--- src/csfw_pkg.sv ---
`timescale 1ns / 1ps

package csfw_pkg;

	// Wait queue geometry
	localparam int QUEUE_DEPTH = 16;
	localparam int PTR_W       = $clog2(QUEUE_DEPTH);
	localparam int OCC_W       = $clog2(QUEUE_DEPTH + 1);

	// Count width and reset limit
	localparam int          CNT_W     = 16;
	localparam logic [15:0] SEM_LIMIT = 16'hFFFF;

	// Configuration register indexes
	localparam logic REG_MAX_COUNT  = 1'b0;
	localparam logic REG_INIT_COUNT = 1'b1;

	// Commands
	localparam logic [1:0] CMD_PEND  = 2'd0;
	localparam logic [1:0] CMD_POST  = 2'd1;
	localparam logic [1:0] CMD_SET   = 2'd2;
	localparam logic [1:0] CMD_FLUSH = 2'd3;

	// Result status codes
	localparam logic [3:0] STS_ACQUIRED    = 4'd0;
	localparam logic [3:0] STS_UNAVAILABLE = 4'd1;
	localparam logic [3:0] STS_QUEUED      = 4'd2;
	localparam logic [3:0] STS_QUEUE_FULL  = 4'd3;
	localparam logic [3:0] STS_POSTED      = 4'd4;
	localparam logic [3:0] STS_POST_SAT    = 4'd5;
	localparam logic [3:0] STS_WOKEN       = 4'd6;
	localparam logic [3:0] STS_RELEASED    = 4'd7;
	localparam logic [3:0] STS_SET_DONE    = 4'd8;

	// Sequencer states
	typedef enum logic [3:0] {
		ST_IDLE  = 4'b0001,
		ST_OP    = 4'b0010,
		ST_WAKE  = 4'b0100,
		ST_FLUSH = 4'b1000
	} seq_state_t;

endpackage

--- src/counting_semaphore_fifo_waiters.sv ---
`timescale 1ns / 1ps

// Counting semaphore with a first-come wait queue of task ids. One command is
// taken at a time; s_tready is low while a command is at work. A pend returns
// one result. A post or a set returns a woken result per woken waiter followed
// by its own result. A flush returns a released result per queued waiter (no
// result on an empty queue). The sequencer drives one shared increment/decrement
// adder and one magnitude comparator; the wait queue pops one entry per cycle
// while the output register is free. Each result is held in an output register,
// so a stalled master side holds the sequencer.
// Writing init_count loads the count unclamped; write config only while idle.
module counting_semaphore_fifo_waiters
	import csfw_pkg::*;
(
	input  logic        clk,
	input  logic        arst_n,
	// Configuration write channel
	input  logic        cfg_valid,
	output logic        cfg_ready,
	input  logic        cfg_index,
	input  logic [15:0] cfg_data,
	// Command channel
	input  logic        s_tvalid,
	output logic        s_tready,
	input  logic [23:0] s_tdata,  // task_id[5:0], has_timeout[6], new_count[22:7], zero[23]
	input  logic [1:0]  s_tuser,  // command[1:0]
	// Result channel
	output logic        m_tvalid,
	input  logic        m_tready,
	output logic [23:0] m_tdata,  // count_value[15:0], woken_task[21:16], wake_flag[22], zero[23]
	output logic [3:0]  m_tuser,  // status[3:0]
	output logic        m_tlast   // last
);

	localparam logic [OCC_W-1:0] OCC_FULL = OCC_W'(QUEUE_DEPTH);
	localparam logic [PTR_W-1:0] PTR_LAST = PTR_W'(QUEUE_DEPTH - 1);

	seq_state_t state_q;

	// Latched command
	logic [1:0]       cmd_q;
	logic [5:0]       task_q;
	logic             tmo_q;
	logic [CNT_W-1:0] newc_q;
	logic [3:0]       final_sts_q;

	// Semaphore state
	logic [CNT_W-1:0] max_q;
	logic [CNT_W-1:0] count_q;
	logic [5:0]       wait_queue_q [QUEUE_DEPTH];
	logic [PTR_W-1:0] head_q;
	logic [PTR_W-1:0] tail_q;
	logic [OCC_W-1:0] occ_q;

	// Output register
	logic             out_valid_q;
	logic [3:0]       out_sts_q;
	logic [CNT_W-1:0] out_cnt_q;
	logic [5:0]       out_task_q;
	logic             out_flag_q;
	logic             out_last_q;

	// Shared arithmetic unit
	logic             alu_dec;
	logic [CNT_W-1:0] alu_sum;
	logic [CNT_W-1:0] cmp_a;
	logic [CNT_W-1:0] cmp_b;
	logic             cmp_lt;

	logic             in_acc;
	logic             cfg_acc;
	logic             out_free;
	logic             out_load;
	logic             count_nz;
	logic             occ_nz;
	logic [5:0]       head_task;
	logic [PTR_W-1:0] head_next;
	logic [PTR_W-1:0] tail_next;

	assign cfg_ready = 1'b1;
	assign s_tready  = (state_q == ST_IDLE);
	assign in_acc    = s_tvalid && s_tready;
	assign cfg_acc   = cfg_valid && cfg_ready;
	assign out_free  = !out_valid_q || m_tready;
	assign count_nz  = (count_q != '0);
	assign occ_nz    = (occ_q != '0);
	assign head_task = wait_queue_q[head_q];
	assign head_next = (head_q == PTR_LAST) ? '0 : PTR_W'(head_q + 1'b1);
	assign tail_next = (tail_q == PTR_LAST) ? '0 : PTR_W'(tail_q + 1'b1);

	// Load a new result whenever a result state finds the output register free
	assign out_load = out_free && (((state_q == ST_OP) && (cmd_q == CMD_PEND)) ||
			(state_q == ST_WAKE) || (state_q == ST_FLUSH));

	assign m_tvalid = out_valid_q;
	assign m_tdata  = {1'b0, out_flag_q, out_task_q, out_cnt_q};
	assign m_tuser  = out_sts_q;
	assign m_tlast  = out_last_q;

	// Select operands of the shared adder and comparator
	always_comb begin
		alu_dec = !((state_q == ST_OP) && (cmd_q == CMD_POST));
		alu_sum = count_q + (alu_dec ? {CNT_W{1'b1}} : CNT_W'(1));
		if (cmd_q == CMD_SET) begin
			cmp_a = max_q;
			cmp_b = newc_q;
		end else begin
			cmp_a = count_q;
			cmp_b = max_q;
		end
		cmp_lt = (cmp_a < cmp_b);
	end

	// Store waiters
	always_ff @(posedge clk) begin
		if ((state_q == ST_OP) && (cmd_q == CMD_PEND) && out_free && !count_nz && tmo_q &&
				(occ_q != OCC_FULL)) begin
			wait_queue_q[tail_q] <= task_q;
		end
	end

	// Capture the command
	always_ff @(posedge clk) begin
		if (in_acc) begin
			cmd_q  <= s_tuser;
			task_q <= s_tdata[5:0];
			tmo_q  <= s_tdata[6];
			newc_q <= s_tdata[22:7];
		end
	end

	// Sequence the command and keep the semaphore state
	always_ff @(posedge clk or negedge arst_n) begin
		if (!arst_n) begin
			state_q     <= ST_IDLE;
			max_q       <= SEM_LIMIT;
			count_q     <= '0;
			head_q      <= '0;
			tail_q      <= '0;
			occ_q       <= '0;
			final_sts_q <= STS_POSTED;
			out_valid_q <= 1'b0;
		end else begin
			// Hold a result until the master side takes it
			out_valid_q <= out_load || (out_valid_q && !m_tready);
			if (cfg_acc) begin
				case (cfg_index)
					REG_MAX_COUNT:  max_q   <= cfg_data;
					REG_INIT_COUNT: count_q <= cfg_data;
					default: ;
				endcase
			end
			case (state_q)
				ST_IDLE: begin
					if (in_acc) begin
						state_q <= ST_OP;
					end
				end
				ST_OP: begin
					case (cmd_q)
						CMD_PEND: begin
							if (out_free) begin
								out_cnt_q   <= count_q;
								out_task_q  <= '0;
								out_flag_q  <= 1'b0;
								out_last_q  <= 1'b1;
								state_q     <= ST_IDLE;
								if (count_nz) begin
									out_sts_q <= STS_ACQUIRED;
									count_q   <= alu_sum;
								end else if (!tmo_q) begin
									out_sts_q <= STS_UNAVAILABLE;
								end else if (occ_q == OCC_FULL) begin
									out_sts_q <= STS_QUEUE_FULL;
								end else begin
									out_sts_q <= STS_QUEUED;
									tail_q    <= tail_next;
									occ_q     <= OCC_W'(occ_q + 1'b1);
								end
							end
						end
						CMD_POST: begin
							if (cmp_lt) begin
								count_q     <= alu_sum;
								final_sts_q <= STS_POSTED;
							end else begin
								final_sts_q <= STS_POST_SAT;
							end
							state_q <= ST_WAKE;
						end
						CMD_SET: begin
							count_q     <= cmp_lt ? max_q : newc_q;
							final_sts_q <= STS_SET_DONE;
							state_q     <= ST_WAKE;
						end
						default: begin
							state_q <= occ_nz ? ST_FLUSH : ST_IDLE;
						end
					endcase
				end
				ST_WAKE: begin
					if (out_free) begin
						if (count_nz && occ_nz) begin
							// Wake the oldest waiter with one unit
							out_sts_q  <= STS_WOKEN;
							out_cnt_q  <= alu_sum;
							out_task_q <= head_task;
							out_flag_q <= 1'b1;
							out_last_q <= 1'b0;
							count_q    <= alu_sum;
							head_q     <= head_next;
							occ_q      <= OCC_W'(occ_q - 1'b1);
						end else begin
							out_sts_q  <= final_sts_q;
							out_cnt_q  <= count_q;
							out_task_q <= '0;
							out_flag_q <= 1'b0;
							out_last_q <= 1'b1;
							state_q    <= ST_IDLE;
						end
					end
				end
				ST_FLUSH: begin
					if (out_free) begin
						// Release the oldest waiter without a unit
						out_sts_q   <= STS_RELEASED;
						out_cnt_q   <= count_q;
						out_task_q  <= head_task;
						out_flag_q  <= 1'b0;
						out_last_q  <= (occ_q == OCC_W'(1));
						head_q      <= head_next;
						occ_q       <= OCC_W'(occ_q - 1'b1);
						if (occ_q == OCC_W'(1)) begin
							state_q <= ST_IDLE;
						end
					end
				end
				default: begin
					state_q <= ST_IDLE;
				end
			endcase
		end
	end

	// Occupancy never exceeds the queue depth
	a_occ_bound: assert property (@(posedge clk) disable iff (!arst_n)
		occ_q <= OCC_FULL)
		else $error("wait queue occupancy above depth");

	// Empty or full queue has head and tail together
	a_ptr_match: assert property (@(posedge clk) disable iff (!arst_n)
		(occ_q == '0 || occ_q == OCC_FULL) |-> (head_q == tail_q))
		else $error("queue pointers disagree with occupancy");

	// A woken result carries the wake flag and is never the last result
	a_woken_flag: assert property (@(posedge clk) disable iff (!arst_n)
		(m_tvalid && m_tuser == STS_WOKEN) |-> (m_tdata[22] && !m_tlast))
		else $error("woken result with bad flag or last");

	// Command acceptance closes the input until the command is done
	a_one_cmd: assert property (@(posedge clk) disable iff (!arst_n)
		in_acc |=> !s_tready)
		else $error("second command accepted while busy");

endmodule
--- config.mk ---
export PLATFORM = sky130hd
export DESIGN_NAME = counting_semaphore_fifo_waiters
export DESIGN_NICKNAME = d
export VERILOG_FILES = /design/src/csfw_pkg.sv /design/src/counting_semaphore_fifo_waiters.sv
export SDC_FILE = /design/constraint.sdc
export NUM_CORES = 1
export LEC_CHECK = 0
export ABC_CLOCK_PERIOD_IN_PS = 10970
export BUFFER_PORTS_ARGS = -buffer_cell sky130_fd_sc_hd__buf_4
export CORE_MARGIN = 4
export CORE_UTILIZATION = 23
export CTS_BUF_LIST = sky130_fd_sc_hd__clkbuf_16
export CTS_CLUSTER_DIAMETER = 50
export CTS_CLUSTER_SIZE = 8
export DETAILED_ROUTE_END_ITERATION = 7
export PLACE_DENSITY = 0.34
export SLEW_MARGIN = 10
export SYNTH_ARGS = -nofsm -noshare
export SYNTH_HDL_FRONTEND = slang
export SYNTH_SLANG_ARGS = --single-unit
--- constraint.sdc ---
create_clock -name clk -period 10.97 [get_ports clk]
set_input_delay 1.097 -clock clk [delete_from_list [all_inputs] [get_ports clk]]
set_output_delay 1.097 -clock clk [all_outputs]
set_load 0.01 [all_outputs]
## Word-level counts from Yosys, hierarchy flattened

Memory sizes are Yosys's and may differ from the RTL's.
Cells that the tools add are included.

- Muxes and demuxes: 72
- Eq/ne operators: 23
- Reduce and logical (&&, ||, !) cells: 32
- $add $sub $neg: 5
- Order comparisons: 1
- Bitwise logic cells: 3

Operators with widths:

| kind | count |
|---|---|
| $mux 16 | 15 |
| $pmux 16 s3 | 2 |
| $mux 4 | 17 |
| $mux 5 | 8 |
| $pmux 16 s2 | 1 |
| $mux 6 | 5 |
| $pmux 4 s2 | 3 |
| $pmux 6 s3 | 1 |
| $reduce_and 6->1 | 3 |
| $add 16x16->16 | 1 |
| $lt 16x16->1 | 1 |
| $pmux 4 s4 | 1 |
| $reduce_bool 16->1 | 1 |
| $pmux 5 s3 | 1 |
| $ne 2x2->1 const B | 7 |
| $mux 1 | 13 |
| $eq 4x4->1 const B | 3 |
| $pmux 4 s3 | 1 |
| $logic_and 1x1->1 | 10 |
| $reduce_and 9->1 | 1 |
| $add 4x1->4 const B | 2 |
| $ne 2x1->1 const B | 4 |
| $reduce_and 4->1 | 2 |
| $pmux 1 s3 | 2 |
| other kinds (21) | 31 |

- Output and inout bits: 32
- Memory bits (writable): 96
- Memories: 1
- Register bits after elaboration: 107
- Input port bits: 48
- Logic and storage cells: 154

Memory list:

| memory | words | width | read ports | clocked after memory_dff | wr ports | RTL line | text |
|---|---|---|---|---|---|---|---|
| wait_queue_q | 16 | 6 | 1 | 0 | 1 | counting_semaphore_fifo_waiters.sv:50 | `logic [5:0] wait_queue_q [QUEUE_DEPTH];` |

## Logic depth before layout (Yosys ltp)

- Depth after elaboration: 8
- Gate-level depth with buffers: 18
- Depth with buffers taken out: 14

## Worst setup path before layout

OpenSTA, ideal clock, no wires.

- Path kind: register to register
- From: register cmd_q[0]
- To: register count_q[6]
- Required time: 10,832 ps
- Slack: 6,725 ps
- Library setup time: 138 ps
- Data arrival time: 4,107 ps
- Clock period less this slack: 4,245 ps
- Cell stages (with the launch flop): 18
- Path buffers: 5
- Cell sequence: edfxtp_1 inv_1 ha_1 buf_2 clkbuf_1 clkbuf_1 buf_1 o21ai_0 ha_1 o21ai_1 o21a_1 or3_1 a21oi_2 or2_1 buf_6 mux2_4 a222oi_1 o211ai_1

- Word-level cells in the longest chain between the ends: 8
- Elaborated cells between the ends (all ways): 17
- Those cells by class: 1 x add/sub; 1 x order compare; 2 x eq/ne; 11 x mux; 2 x reduce/logical

RTL lines:

| element | RTL line | text |
|---|---|---|
| start, declared | counting_semaphore_fifo_waiters.sv:41 | `logic [1:0] cmd_q;` |
| start signal, assigned | counting_semaphore_fifo_waiters.sv:125 | `cmd_q <= s_tuser;` |
| $eq 2x1->1 | counting_semaphore_fifo_waiters.sv:102, counting_semaphore_fifo_waiters.sv:160 |  |
| $logic_and 1x1->1 | counting_semaphore_fifo_waiters.sv:102 | `alu_dec = !((state_q == ST_OP) && (cmd_q == CMD_POST));` |
| $mux 16 | counting_semaphore_fifo_waiters.sv:103 | `alu_sum = count_q + (alu_dec ? {CNT_W{1'b1}} : CNT_W'(1));` |
| $add 16x16->16 | counting_semaphore_fifo_waiters.sv:103 |  |
| $mux 16 | counting_semaphore_fifo_waiters.sv:168 | `if (count_nz) begin` |
| $mux 16 | counting_semaphore_fifo_waiters.sv:162 | `if (out_free) begin` |
| $pmux 16 s3 | counting_semaphore_fifo_waiters.sv:160 | `case (cmd_q)` |
| $pmux 16 s2 * | counting_semaphore_fifo_waiters.sv:153 | `case (state_q)` |
| end signal, assigned | counting_semaphore_fifo_waiters.sv:149 | `REG_INIT_COUNT: count_q <= cfg_data;` |
| end signal, assigned | counting_semaphore_fifo_waiters.sv:170 | `count_q <= alu_sum;` |
| end signal, assigned | counting_semaphore_fifo_waiters.sv:184 | `count_q <= alu_sum;` |
| end, declared | counting_semaphore_fifo_waiters.sv:49 | `logic [CNT_W-1:0] count_q;` |

Mark *: on every way between the ends. The rest lies on a longest branch, timed or not.
A chain may end at the register's enable or synchronous reset.

## Worst setup path after layout

- From: register state_q[3]
- To: register count_q[14]

- Word-level cells in the longest chain between the ends: 8
- Elaborated cells between the ends (all ways): 12
- Those cells by class: 1 x add/sub; 2 x eq/ne; 8 x mux; 1 x reduce/logical

RTL lines:

| element | RTL line | text |
|---|---|---|
| start, declared | counting_semaphore_fifo_waiters.sv:38 | `seq_state_t state_q;` |
| start signal, assigned | counting_semaphore_fifo_waiters.sv:197 | `state_q <= occ_nz ? ST_FLUSH : ST_IDLE;` |
| $eq 4x2->1 | counting_semaphore_fifo_waiters.sv:102, counting_semaphore_fifo_waiters.sv:153 |  |
| $logic_and 1x1->1 | counting_semaphore_fifo_waiters.sv:102 |  |
| $mux 16 | counting_semaphore_fifo_waiters.sv:103 |  |
| $add 16x16->16 | counting_semaphore_fifo_waiters.sv:103 |  |
| $mux 16 | counting_semaphore_fifo_waiters.sv:168 |  |
| $mux 16 | counting_semaphore_fifo_waiters.sv:162 |  |
| $pmux 16 s3 | counting_semaphore_fifo_waiters.sv:160 |  |
| $pmux 16 s2 * | counting_semaphore_fifo_waiters.sv:153 |  |

Marked as above.

==> impl_metrics.csv <==
group,metric,value,unit
outcome,status,"finished clean",
global_route,grt_max_degree,52,
yosys,synth_top_family_by_area,"multiplexers",
routing,avgRoutedWirePerCell,21.3,µm
yosys,syn_nets,952,
hold_path,min_path_type,"in2async",
die,rows,79,
timing,skew,0.0370,ns
yosys,synth_xor_area_frac,0.0179,
setup_path,crit_family,"compound AO/OA/AOI/OAI gates",
timing,slew_headroom,0.298,
pwr,cellLeakagePower,4.90,nW
die,io_pins,80,
placement,hpwlAfterDp,23.4,mm
setup_path,worst_ep_arrival_time,5.71,ns
setup_path,cp_cell_sequence,"nor2_1 > nand3_1 > nor2_1 > inv_1 > ha_1 > a21oi_1 > o211ai_1 > o2111ai_1 > nand2_1 > o311ai_0 > nand4_1 > a41oi_1 > a221o_1",
clocking,cts_buffer_depth,3,
yosys,netlist_area,10800,µm²
pwr,max-vdd-ir-drop,88.1,µV
yosys,muxShareOfSynthArea,0.145,
timing,timing_hold_violations_final,0,
timing,tns,0,ns
clocking,cts_buffers,38,
die,initial_utilization,0.232,
timing,rsz0062_at_grt,"no",
yosys,synthCells,859,
yosys,ys.flop_type,"edfxtp_1",
yosys,synth_area_leaders,"edfxtp_1 41%, dfrtp_1 8.1%, mux4_2 6.3%",
routing,drtIter0Drc,510,
setup_path,endpoint_kind,"flip-flop",
setup_path,worstSetupStartpointType,"flip-flop",
routing,wl_met2,13.7,mm
clocking,cts_resized,0,
yosys,synth_top_cell_by_area,"edfxtp_1",
yosys,ys_seq_area_frac,0.540,
finish,utilization,0.285,
finish,n_antenna_cell,0,
routing,ant_nets,0,
routing,remaining_drc_errors,0,
die,core_area,46500,µm²
yosys,synth_warnings,0,
setup_path,cp.required,11.44,ns
finish,area_growth,22.9,%
setup_path,crit_top_cell,"nor2_1",
setup_path,max_stage_delay,0.80,ns
setup_path,slowest_stage,"o311ai_0",
global_route,overflow,0,
clocking,root_buffer,"clkbuf_16",
finish,drive_gt1_frac,0.261,
timing,fin_crit,5.24,ns
clocking,clk-insertion-delay-late,0.57,ns
timing,period_share,0.478,
pwr,powerDensity,282,nW/µm²
routing,route.met3.wl,1.86,mm
setup_path,worst-path-buf-inv,1,
global_route,grt_usage,0.134,
yosys,synth.distinct_cells,73,
setup_path,crit_fanout,19,
yosys,synth_fa_ha_area_frac,0.0529,
clocking,cts.sinks,202,
clocking,cts_tree,"yes",
yosys,synthSimpleGateAreaFrac,0.0973,
yosys,yosys.area.top_type_share,0.415,
yosys,synth_edf_count,149,
clocking,clk_pin_slew,0.05,ns
timing,fmax,0.191,GHz
yosys,ys_ff_latch,202,
yosys,synth-compound-area-share,0.120,
clocking,cts_max_level,2,
die,die_area,50400,µm²
routing,wirelength,33.7,mm
timing,tightest_slew,1.05,ns
placement,port_buffers,76,
routing,num_vias,7455,
routing,met1_length,17.5,mm
placement,place.gp.congestion,0.779,
die,die_y,225,µm
finish,final_net_count,1040,
routing,drt_pre_antenna_iters,5,
routing,routed.top_layer,"met4",
routing,vias_per_cell,4.71,
timing,setup_viol,0,
clocking,cts_post_setup_buffers_inserted,0,
global_route,grt_pass1_wl,51.1,mm
run,cap_violations,0,
setup_path,path_class,"reg2reg",
global_route,antenna_found_initial,0,
clocking,ctsHoldBuffers,0,
timing,slew_violations,0,
die,die_w,225,µm
yosys,async_flop_share,0.262,
global_route,first_global_vias,7557,
pwr,p_total,3.75,mW
yosys,syn_area_per_cell,12.6,µm²
state kept, by name, summed over array words and instances, names as in the netlist:
name          flops
m_tlast           1
out_task_q        6
wait_queue_q     96
tail_q            4
count_q          16
newc_q           16
final_sts_q       3
head_q            4
task_q            6
cmd_q             2
out_flag_q        1
m_tuser           4
state_q           4
tmo_q             1
out_cnt_q        16
m_tvalid          1
max_q            16
occ_q             5
cells by family (layout without fill, tap and decap cells):
family                   Yosys count  count (layout)
other                              2               2
AO/OA/AOI/OAI                    190             190
flip-flops                       202             202
multiplexers                     112             112
adder cells (fa/ha/maj)           45              45
buffers and inverters             67             184
AND/OR/NAND/NOR                  219             219
XOR/XNOR                          22              22
through the flow:
stage                     hold slack (ns)  std cells  setup WS [ns]  area (µm²)
after global placement              0.488       1514           5.66       12100
after detailed placement            0.496       1514           5.77       12100
after floorplan                     0.471        859           6.73       10800
final                               0.361       1583           5.73       13300
after global routing                0.330       1583           5.15       13300
after CTS                           0.324       1583           5.69       13300
Yosys cell counts (9+ instances only):
master and instances:
edfxtp_1 149, nand2_1 81, o21ai_0 56, mux2_2 50
ha_1 44, nor2_1 42, dfrtp_1 35, mux2i_1 30
mux4_2 30, a21oi_1 29, clkbuf_1 29, inv_1 23
dfstp_2 18, xnor2_1 18, nand3_1 17, nor3_1 17
a22oi_1 12, nor2b_1 11, and2_1 9
path summary, 6_finish.rpt:
check	from	endpoint	slack [ns]	cells after the start
min in group clk	final_sts_q[3]	final_sts_q[3]	0.50	1
setup / recovery	state_q[3]	count_q[14]	5.73	13
setup reg to reg	state_q[3]	count_q[14]	5.73	13
max in group asynchronous	arst_n	count_q[1]	9.64	2
hold reg to reg	final_sts_q[3]	final_sts_q[3]	0.50	1
hold / removal	arst_n	m_tvalid	0.36	1
cell type report:
type | count | area (µm²)
Timing Repair Buffer | 91 | 683
Tap cell | 607 | 759
Sequential cell | 202 | 5820
Inverter | 24 | 90.1
Clock inverter | 31 | 258
Multi-Input combinational cell | 590 | 4700
Fill cell | 4794 | 33200
Clock buffer | 38 | 951
where the power goes:
part / leakage [nW] / internal [mW] / total [mW] / switching [mW]
logic: 2.29 / 0.621 / 1.52 / 0.900
clock network: 0.629 / 0.682 / 1.11 / 0.423
registers: 1.98 / 0.964 / 1.12 / 0.155
routing by layer:
layer  global-route usage  up-vias
met5                    0        -
met4               0.0346        0
met1                0.211     3699
li1                     -     3512
met3               0.0309       48
met2                0.185      196
cells in the final DEF (no fill, tap or decap), types with 6 or more instances in the layout:
cell type  count
mux2i_1       30
and3_1         7
dfrtp_1       35
mux4_2        30
xnor2_1       18
buf_4         91
nor2_1        42
and2_1         8
nand2_1       81
mux2_2        50
clkinv_1       6
nor3_1        17
a31oi_1        6
o211ai_1       6
clkbuf_16     38
clkinv_2       6
ha_1          43
a21oi_1       29
a221o_1        7
a21o_1         7
nand3_1       17
o21ai_0       56
inv_1         35
a22oi_1       12
nor2b_1       10
edfxtp_1     149
nand2b_1       6
dfstp_2       18
a221oi_1       7
Note: power is estimated with default switching activity, not from simulation.
